`config.mk`:
```
export PLATFORM = sky130hd
export DESIGN_NAME = uuid_monotonic_timestamp_sequencer_core
export DESIGN_NICKNAME = d
export VERILOG_FILES = /design/src/rtl/umts_pkg.sv /design/src/rtl/uuid_monotonic_timestamp_sequencer_core.sv
export SDC_FILE = /design/constraint.sdc
export NUM_CORES = 1
export LEC_CHECK = 0
export CORE_MARGIN = 5
export CORE_UTILIZATION = 53
export DETAILED_ROUTE_END_ITERATION = 6
export DONT_BUFFER_PORTS = 1
export PLACE_DENSITY = 0.71
export SLEW_MARGIN = 10
export SYNTH_ARGS = -nofsm -noshare
export SYNTH_HDL_FRONTEND = slang
export SYNTH_SLANG_ARGS = --single-unit
export TNS_END_PERCENT = 5
```
`constraint.sdc`:
```
create_clock -name clk -period 8.6 [get_ports clk]
set_input_delay 0.43 -clock clk [delete_from_list [all_inputs] [get_ports clk]]
set_output_delay 0.43 -clock clk [all_outputs]
set_load 0.01 [all_outputs]
```
`src/rtl/umts_pkg.sv`:
```
`timescale 1ns / 1ps
// umts_pkg: shared widths and constants for the monotonic timestamp sequencer.
// No dependencies.
package umts_pkg;

  localparam int unsigned TICK_W   = 57;
  localparam int unsigned ISSUED_W = 58;
  localparam int unsigned TS_W     = 60;
  localparam int unsigned GRAN_W   = 20;
  localparam int unsigned SEQ_W    = 14;
  localparam int unsigned SEED_W   = 13;
  localparam int unsigned FRAC_W   = 12;
  localparam int unsigned CNT_W    = 6;
  localparam int unsigned CFG_IDX_W = 2;

  // register map
  localparam logic [CFG_IDX_W-1:0] REG_GRANULARITY = 2'd0;
  localparam logic [CFG_IDX_W-1:0] REG_OUTPUT_MODE = 2'd1;

  // 100 ns ticks between the Gregorian and Unix epochs
  localparam logic [TS_W-1:0] GREG_OFFSET = 60'h01B_21DD_2138_14000;

  localparam logic [GRAN_W-1:0] US_PER_MS   = 20'd1000;
  localparam logic [21:0]       ROUND_HALF  = 22'd500;
  localparam logic [CNT_W-1:0]  DIV_STEPS   = 6'd58;
  localparam logic [CNT_W-1:0]  FRAC_STEPS  = 6'd22;

endpackage

```
`src/rtl/uuid_monotonic_timestamp_sequencer_core.sv`:
```
`timescale 1ns / 1ps
// uuid_monotonic_timestamp_sequencer_core: monotonic v6/v7 UUID timestamp issue.
// Depends on umts_pkg.
//
//  channel  direction  handshake              payload
//  -------  ---------  ---------------------  --------------------------------------------
//  in       sink       in_valid / in_stall    time_now, retry_after_wait, random_seed
//  out      source     out_valid / out_stall  success, timestamp, sub_ms_fraction,
//                                             sequence_res
//  cfg      sink       cfg_write              cfg_index, cfg_data (no read-back)
//
// Flow: one shared restoring divider retires one quotient bit per cycle and sets the
//   rate. An accepted request runs the granularity pass (only when granularity is
//   nonzero), update and sum, then the Gregorian offset in mode 0 or the ms split and
//   fraction passes in mode 1, and emit. A refused request goes from update to emit.
// Reset: synchronous, active high; clears the config registers, sequencer state and out_valid.
// Stalls: in_stall is high while a request is in work; a finished result waits in the
//   output register under out_stall while the next request is accepted and processed.
module uuid_monotonic_timestamp_sequencer_core
  import umts_pkg::*;
(
  input  logic                 clk,
  input  logic                 rst,
  // configuration
  input  logic                 cfg_write,
  input  logic [CFG_IDX_W-1:0] cfg_index,
  input  logic [GRAN_W-1:0]    cfg_data,
  // request
  input  logic                 in_valid,
  output logic                 in_stall,
  input  logic [TICK_W-1:0]    time_now,
  input  logic                 retry_after_wait,
  input  logic [SEED_W-1:0]    random_seed,
  // result
  output logic                 out_valid,
  input  logic                 out_stall,
  output logic                 success,
  output logic [TS_W-1:0]      timestamp,
  output logic [FRAC_W-1:0]    sub_ms_fraction,
  output logic [SEQ_W-1:0]     sequence_res
);

  typedef enum logic [2:0] {
    ST_IDLE,    // waiting for a request
    ST_GDIV,    // reading mod granularity, bit serial
    ST_UPDATE,  // compare with last tick, step the sequencer
    ST_SUM,     // issued = last tick + adjustment
    ST_OFFS,    // mode 0: add Gregorian offset
    ST_MDIV,    // mode 1: issued / 1000, bit serial
    ST_FDIV,    // mode 1: rounded fraction, bit serial
    ST_EMIT     // hand over to the output register
  } state_t;

  state_t state;

  // configuration registers
  logic [GRAN_W-1:0] granularity;
  logic              output_mode;

  // sequencer state
  logic [TICK_W-1:0] last_tick;
  logic [GRAN_W-1:0] adjustment;
  logic [SEQ_W-1:0]  seq_counter;
  logic              started;

  // per-request working registers
  logic [TICK_W-1:0]   tick;
  logic                retry;
  logic [SEED_W-1:0]   seed;
  logic                ok;
  logic [TS_W-1:0]     ts_work;
  logic [FRAC_W-1:0]   frac_work;

  // shared divider: dividend shifts out MSB first, quotient bits shift in at the LSB
  logic [ISSUED_W-1:0] dividend;
  logic [GRAN_W-1:0]   divisor;
  logic [GRAN_W-1:0]   rem;
  logic [CNT_W-1:0]    cnt;

  logic [GRAN_W:0]     trial;
  logic                trial_ge;
  logic [GRAN_W-1:0]   rem_step;
  logic [ISSUED_W-1:0] dividend_step;
  logic                last_step;

  always_comb begin
    trial         = {rem, dividend[ISSUED_W-1]};
    trial_ge      = (trial >= {1'b0, divisor});
    rem_step      = trial_ge ? GRAN_W'(trial - {1'b0, divisor}) : trial[GRAN_W-1:0];
    dividend_step = {dividend[ISSUED_W-2:0], trial_ge};
    last_step     = (cnt == CNT_W'(1));
  end

  // sequencer decisions
  logic              tick_lt, tick_eq, adj_spent, seq_exhausted;
  logic [SEQ_W-1:0]  seq_inc;
  logic [21:0]       frac_dividend;

  always_comb begin
    tick_lt   = (tick < last_tick);
    tick_eq   = (tick == last_tick);
    adj_spent = (adjustment >= granularity);
    seq_inc   = seq_counter + SEQ_W'(1);
    // same tick, adjustment used up and the sequence would wrap: refuse
    seq_exhausted = started && tick_eq && adj_spent && (seq_inc == '0);
    // (rem * 4096 + 500) / 1000 gives the half-up rounded fraction
    frac_dividend = {rem_step[9:0], 12'b0} + ROUND_HALF;
  end

  assign in_stall = (state != ST_IDLE);

  always_ff @(posedge clk) begin
    if (rst) begin
      state       <= ST_IDLE;
      granularity <= '0;
      output_mode <= 1'b0;
      last_tick   <= '0;
      adjustment  <= '0;
      seq_counter <= '0;
      started     <= 1'b0;
      out_valid   <= 1'b0;
    end else begin
      if (cfg_write) begin
        case (cfg_index)
          REG_GRANULARITY: granularity <= cfg_data;
          REG_OUTPUT_MODE: output_mode <= cfg_data[0];
          default: ;
        endcase
      end

      // emit reloads the register itself when the old result leaves
      if (out_valid && !out_stall && state != ST_EMIT) begin
        out_valid <= 1'b0;
      end

      case (state)
        ST_IDLE: begin
          if (in_valid) begin
            tick     <= time_now;
            retry    <= retry_after_wait;
            seed     <= random_seed;
            dividend <= {1'b0, time_now};
            divisor  <= granularity;
            rem      <= '0;
            cnt      <= DIV_STEPS;
            state    <= (granularity != '0) ? ST_GDIV : ST_UPDATE;
          end
        end

        ST_GDIV: begin
          dividend <= dividend_step;
          rem      <= rem_step;
          cnt      <= cnt - CNT_W'(1);
          if (last_step) begin
            // truncate down to a multiple of granularity
            tick  <= tick - {{(TICK_W-GRAN_W){1'b0}}, rem_step};
            state <= ST_UPDATE;
          end
        end

        ST_UPDATE: begin
          ok    <= !seq_exhausted;
          state <= seq_exhausted ? ST_EMIT : ST_SUM;
          if (!started || tick_lt) begin
            started     <= 1'b1;
            seq_counter <= {1'b0, seed};
            adjustment  <= '0;
            last_tick   <= tick;
          end else if (tick_eq) begin
            if (adj_spent) begin
              if (seq_exhausted) begin
                // sequence exhausted: state left alone
                ts_work   <= '0;
                frac_work <= '0;
              end else begin
                seq_counter <= seq_inc;
              end
            end else begin
              adjustment <= adjustment + GRAN_W'(1);
            end
          end else begin
            adjustment <= '0;
            last_tick  <= tick;
            if (retry) begin
              seq_counter <= {1'b0, seed};
            end
          end
        end

        ST_SUM: begin
          dividend <= {1'b0, last_tick} + {{(ISSUED_W-GRAN_W){1'b0}}, adjustment};
          divisor  <= US_PER_MS;
          rem      <= '0;
          cnt      <= DIV_STEPS;
          state    <= output_mode ? ST_MDIV : ST_OFFS;
        end

        ST_OFFS: begin
          ts_work   <= {{(TS_W-ISSUED_W){1'b0}}, dividend} + GREG_OFFSET;
          frac_work <= '0;
          state     <= ST_EMIT;
        end

        ST_MDIV: begin
          if (last_step) begin
            ts_work  <= {{(TS_W-ISSUED_W){1'b0}}, dividend_step};
            // left-justify the 22-bit fraction dividend for the next pass
            dividend <= {frac_dividend, {(ISSUED_W-22){1'b0}}};
            rem      <= '0;
            cnt      <= FRAC_STEPS;
            state    <= ST_FDIV;
          end else begin
            dividend <= dividend_step;
            rem      <= rem_step;
            cnt      <= cnt - CNT_W'(1);
          end
        end

        ST_FDIV: begin
          dividend <= dividend_step;
          rem      <= rem_step;
          cnt      <= cnt - CNT_W'(1);
          if (last_step) begin
            frac_work <= dividend_step[FRAC_W-1:0];
            state     <= ST_EMIT;
          end
        end

        ST_EMIT: begin
          if (!out_valid || !out_stall) begin
            out_valid       <= 1'b1;
            success         <= ok;
            timestamp       <= ts_work;
            sub_ms_fraction <= frac_work;
            sequence_res    <= ok ? seq_counter : '0;
            state           <= ST_IDLE;
          end
        end

        default: state <= ST_IDLE;
      endcase
    end
  end

  // a failed request carries all-zero result fields
  a_fail_zero: assert property (@(posedge clk) disable iff (rst)
    out_valid && !success |-> (timestamp == '0) && (sequence_res == '0)
                              && (sub_ms_fraction == '0))
    else $error("failed request with nonzero result fields");

  // mode 0 results never carry a fraction
  a_mode0_frac: assert property (@(posedge clk) disable iff (rst)
    out_valid && !output_mode |-> sub_ms_fraction == '0)
    else $error("fraction set in mode 0");

  // a new result only comes out of the emit step
  a_emit_src: assert property (@(posedge clk) disable iff (rst)
    $rose(out_valid) |-> $past(state) == ST_EMIT)
    else $error("result loaded outside emit");

  // divider never runs with a spent step count
  a_div_cnt: assert property (@(posedge clk) disable iff (rst)
    (state == ST_GDIV || state == ST_MDIV || state == ST_FDIV) |-> cnt != '0)
    else $error("divider step count exhausted");

  // once seeded, the sequencer stays seeded
  a_started: assert property (@(posedge clk) disable iff (rst)
    started |=> started)
    else $error("started flag dropped");

endmodule

```
Yosys cells after proc, flatten, opt, wreduce, memory -nomap -nowiden --
Index checks and enable logic that the tools add are counted.
Cells by class: multiplexer cells 49, reduce and logical (&&, ||, !) cells 38, equality and inequality tests 24, $lt $le $gt $ge 3, bitwise logic cells 1, add/sub/neg operators 8
Operators by type and width (number):
- $mux 60 | 5
- $pmux 58 s4 | 1
- $mux 57 | 4
- $pmux 60 s3 | 1
- $mux 20 | 7
- $mux 58 | 2
- $pmux 57 s2 | 1
- $pmux 20 s4 | 1
- $mux 14 | 5
- $mux 12 | 5
- $add 58x57->59 const B | 1
- $add 57x20->58 | 1
- $eq 57x57->1 | 1
- $lt 57x57->1 | 1
- $sub 57x20->57 | 1
- $pmux 20 s2 | 1
- $pmux 12 s3 | 1
- $pmux 3 s8 | 1
- $pmux 6 s4 | 1
- $add 22x9->22 const B | 1
- $ge 21x20->1 | 1
- $add 20x1->20 const B | 1
- $ge 20x20->1 | 1
- $reduce_bool 20->1 | 1
- other kinds (33) | 77
Word-level totals: word-level logic and storage cells 145, bits of input ports 98, output and inout port bits 89, register bits 452

Longest topological paths before layout --
word-level depth 9, depth in mapped cells 22, depth with buffers taken out 21

Worst setup path after synthesis --
OpenSTA, ideal clock, no wires.
kind flip-flop to flip-flop, from register state[0], to register sequence_res[0] (enable), library setup time 654 ps, arrival 7484 ps, stages on the path, launching flop included 6, buffers on the path 3, period minus slack after synthesis 8138 ps, path slack 462 ps, required time 7946 ps, cells stage by stage dfxtp_1 clkbuf_1 clkbuf_1 clkbuf_1 nand3_1 nor3b_1
Between the ends: word-level cells in the longest chain between the ends 2
RTL lines:
- from (decl) | RTL line uuid_monotonic_timestamp_sequencer_core.sv:54 | state_t state;
- from (signal assigned) | RTL line uuid_monotonic_timestamp_sequencer_core.sv:146 | state <= (granularity != '0) ? ST_GDIV : ST_UPDATE;
- from (signal assigned) | RTL line uuid_monotonic_timestamp_sequencer_core.sv:163 | state <= seq_exhausted ? ST_EMIT : ST_SUM;
- from (signal assigned) | RTL line uuid_monotonic_timestamp_sequencer_core.sv:195 | state <= output_mode ? ST_MDIV : ST_OFFS;
- $eq 3x3->1 | RTL line uuid_monotonic_timestamp_sequencer_core.sv:136 | case (state)
- $reduce_and 3->1 (no source line)
- to (signal assigned) | RTL line uuid_monotonic_timestamp_sequencer_core.sv:235 | sequence_res <= ok ? seq_counter : '0;
- to (decl) | RTL line uuid_monotonic_timestamp_sequencer_core.sv:40 | output logic [SEQ_W-1:0] sequence_res
Every way passes these cells. A chain may end at the register's enable or synchronous reset.

Worst setup path after layout --
from register rem[2], to register tick[53] (data pin)
Between the ends: word-level cells in the longest chain between the ends 5, elaborated cells between the ends (all ways) 6, those cells by class 2 x add/sub; 1 x order compare; 3 x mux
RTL lines:
- from (decl) | RTL line uuid_monotonic_timestamp_sequencer_core.sv:77 | logic [GRAN_W-1:0] rem;
- from (signal assigned) | RTL line uuid_monotonic_timestamp_sequencer_core.sv:152 | rem <= rem_step;
- from (signal assigned) | RTL line uuid_monotonic_timestamp_sequencer_core.sv:214 | rem <= rem_step;
- from (signal assigned) | RTL line uuid_monotonic_timestamp_sequencer_core.sv:221 | rem <= rem_step;
- $sub 20x20->20 or $ge 21x20->1 (tied branches) | RTL line uuid_monotonic_timestamp_sequencer_core.sv:89, uuid_monotonic_timestamp_sequencer_core.sv:88
- $mux 20 * | RTL line uuid_monotonic_timestamp_sequencer_core.sv:89 | rem_step = trial_ge ? GRAN_W'(trial - {1'b0, divisor}) : trial[GRAN_W-1:0];
- $sub 57x20->57 * | RTL line uuid_monotonic_timestamp_sequencer_core.sv:156 | tick <= tick - {{(TICK_W-GRAN_W){1'b0}}, rem_step};
- $mux 57 * | RTL line uuid_monotonic_timestamp_sequencer_core.sv:154 | if (last_step) begin
- $pmux 57 s2 * | RTL line uuid_monotonic_timestamp_sequencer_core.sv:136
- to (signal assigned) | RTL line uuid_monotonic_timestamp_sequencer_core.sv:139 | tick <= time_now;
- to (signal assigned) | RTL line uuid_monotonic_timestamp_sequencer_core.sv:156
- to (decl) | RTL line uuid_monotonic_timestamp_sequencer_core.sv:67 | logic [TICK_W-1:0] tick;
Mark *: on every way between the ends. The rest lies on a longest branch, timed or not. The select of a mux whose other input is x is not followed.

==> out/results.ini <==
[detailed_routing]
dr.pass1.iters = 6
drtIter0Drc = 2185
avgRoutedWirePerCell_um = 22.9
drt-vias-per-instance = 6.28
vias = 20700
wl_um = 75500
drc = 0
ant_nets = 0

[power_and_ir_drop]
total_power_mw = 8.87
comb_power_share_pct = 39.9
p_seq_share_pct = 36.8
p_sw_share_pct = 40.1
p_sw_mw = 3.56
intPower_mw = 5.31
pwr_density_cell_mw_per_mm2 = 319
peakVddDrop_mv = 0.170
p_leak_nw = 9.86
clockPowerShare_pct = 23.3

[synth]
synth_edf_count = 333
avgSynthCellArea_um2 = 9.57
yosysUniqueCellTypes = 84
ys.flop_type = edfxtp_1
syn_nets = 2887
synthDominantCellAreaShare_pct = 39.5
ys_warn_count = 0
synth.most_common_cell = nand2_1
synth_area_leaders = edfxtp_1 40%, dfxtp_1 9.3%, ha_1 7.1%
yosysSeqAreaShare_pct = 48.8
synthCells = 2643
synth_top_cell_by_area = edfxtp_1
netlist_top_cells_count = 376 x nand2_1, 333 x edfxtp_1, 238 x a21oi_1
syn-cell-area_mm2 = 0.0253
synth_seq_cells = 450
ys_async_sr_fraction_pct = 0

[critical_path]
crit_path_cell_trace = ha_1 -> and3_1 -> o21ai_0 -> a21oi_1 -> o21ai_0 -> o31ai_1 -> o32ai_4 -> buf_4 -> mux2i_1 -> ha_1 -> or4_1 -> o211ai_1 -> o21bai_1 -> a31oi_1 -> a2111o_1 -> nor2_2 -> nand2_1 -> xor2_1 -> o21ai_0
crit-reg2reg-launch = rem[2]$_DFFE_PP_
crit_type = reg2reg
cp-start-kind = register
worst_r2r_endpoint = tick[53]$_DFFE_PP_
crit_slowest_cell = o31ai_1
crit_arrival_ns = 6.48
cp_top_family = compound AO/OA/AOI/OAI gates
path_max_fanout = 33
cp_common_cell = o21ai_0
crit_path_end_kind = register
crit_buf_inv = 1
slowest_delay_ns = 0.61
r2r_slack_ns = 2.41
critPathRequiredTime_ns = 8.89
reg2reg_depth = 19

[die]
io_pins = 187
core-area_mm2 = 0.0474
die_w_um = 228
die_area_mm2 = 0.0522
row_count = 80
die_h_um = 228
start_util_pct = 53.3

[placement]
place_inst = 3167
gp_congestion = 0.962
hpwlAfterDp_um = 55300
portBuffers = 0
placed_area_mm2 = 0.0259
pre_cts_slack_ns = 2.48

[clock_network]
cts.sinks = 450
worstSkewPairLatency_ns = 0.60
cts_buffers = 48
cts-root-buf = clkbuf_16
postCtsSetupRepairBufs = 0
cts-htree-levels = 2
clk_path_buf_depth = 3
clk_pin_slew_ns = 0.06
tritoncts = yes

[cells_and_area]
regArea_mm2 = 0.0123
area_growth_pct = 9.97
drive_above_1_share_pct = 5.39
multiInputGateArea_mm2 = 0.0120
nets = 2878
final_cells = 3293
fin_area_mm2 = 0.0278
fillers = 3992
fin_util_pct = 58.6

[grt]
grt-ovfl-total = 0
grt_pass1_vias = 19300
antenna_found_initial = 2
grt_max_degree = 112
track_usage_pct = 28.0
grt_pass1_wl_um = 115000

[sta]
finalMaxSlewViolations = 0
timing.final.crit_share_pct = 72.0
rsz0062_at_grt = false
fin_skew_ns = 0.0232
worst_slew_pin_slew_ns = 1.18
finalSetupTns_ns = 0
finalSetupViolCount = 0
timing.hold.ws_ns = 0.0113
setup_ws_ns = 2.41
hold_viol = 0
period_needed_ns = 6.19
fmax_mhz = 162
relSlewSlack_pct = 20.8

[hold_path]
hold_depth = 2
hold_path.class = in2reg
hold_path_end = granularity[10]$_SDFFE_PP0P_
hold_path.startpoint = cfg_data[10]

[run]
drv_cap = 0

[status]
status = completed

[logic make-up after synthesis]
family / after synthesis / synth area share, %
mux: 30 / 1.19
fa+ha+maj: 146 / 7.31
xor+xnor: 152 / 5.27
flops: 450 / 48.8
compound gates: 681 / 16.6
buf+inv: 279 / 4.22
simple gates: 904 / 16.6
other cells: 1 / 0.0148
[metal layers]
metal  part of all wire (%)  GRT usage [%]  vias to the layer above
li1                       -              -                     9591
met2                     44           42.6                      967
met1                     42           39.1                     9933
met4                    4.5           11.8                        4
met5                  0.045              0                        -
met3                    9.3           5.94                      178
[sequential cells by signal (all words and copies together), names as in the netlist, 57 cells and up]
signal	flops
timestamp	59
ts_work	59
dividend	58
last_tick	57
tick	57
[worst max-delay path by stage]
| stage | startpoint | end | slack [ns] | depth (start not counted) |
|---|---|---|---|---|
| finish | rem[2]$_DFFE_PP_ | tick[53]$_DFFE_PP_ | 2.41 | 19 |
| global route | rem[2]$_DFFE_PP_ | tick[49]$_DFFE_PP_ | 1.90 | 19 |
| CTS | rem[2]$_DFFE_PP_ | tick[45]$_DFFE_PP_ | 2.47 | 19 |
| detailed placement | rem[2]$_DFFE_PP_ | tick[45]$_DFFE_PP_ | 2.48 | 19 |
| global placement | rem[2]$_DFFE_PP_ | tick[45]$_DFFE_PP_ | 2.67 | 19 |
| floorplan | state[0]$_SDFFE_PP0P_ | sequence_res[0]$_SDFFCE_PN0P_ | 0.46 | 5 |
[cell type report]
type                    instances  area share [%]
flip-flops and latches        450            44.4
clock buffers                  68            5.04
repair buffers                 57            1.89
clock inverters                22           0.589
well taps                     615            2.77
multi-input cells            1914            43.1
inverters                     163            2.20
diodes                          4          0.0360
[power by group through the flow]
stage               Sequential (mW)  Clock [mW]  Combinational, mW
detailed placement             3.29           0               3.45
floorplan                      3.11           0               2.63
finish                         3.26        2.07               3.54
global placement               3.27           0               3.37
CTS                            3.24        2.09               3.49
global route                   3.30        2.18               3.92
[placed cells by master (no fill, tap or decap), drive strengths merged, types with 10 or more instances in the layout]
cell | Yosys | final
a211oi | 18 | 18
a21o | 37 | 37
a21oi | 238 | 238
a221oi | 10 | 10
a22o | 15 | 15
a22oi | 29 | 29
a31oi | 21 | 21
and2 | 35 | 35
and3 | 19 | 19
buf | 12 | 26
clkbuf | 104 | 68
clkinv | 2 | 17
dfxtp | 117 | 117
dlygate4sd3 | 0 | 31
edfxtp | 333 | 333
ha | 143 | 143
inv | 161 | 164
mux2i | 29 | 29
nand2 | 376 | 376
nand2b | 16 | 16
nand3 | 60 | 60
nand4 | 40 | 40
nor2 | 191 | 191
nor2b | 13 | 13
nor3 | 61 | 61
nor4 | 29 | 29
o21a | 12 | 12
o21ai | 178 | 178
o21bai | 10 | 10
o22ai | 12 | 12
o31ai | 17 | 17
o32ai | 22 | 22
or2 | 10 | 10
or3 | 20 | 20
xnor2 | 108 | 108
xor2 | 44 | 44
[repair_timing]
item                       in CTS  in global routing
setup endpoints to repair       0                  0
hold endpoints to repair      120                  1
resized for setup               0                  0
hold buffers                   31                  1
Power figures use the tool's default switching activity.
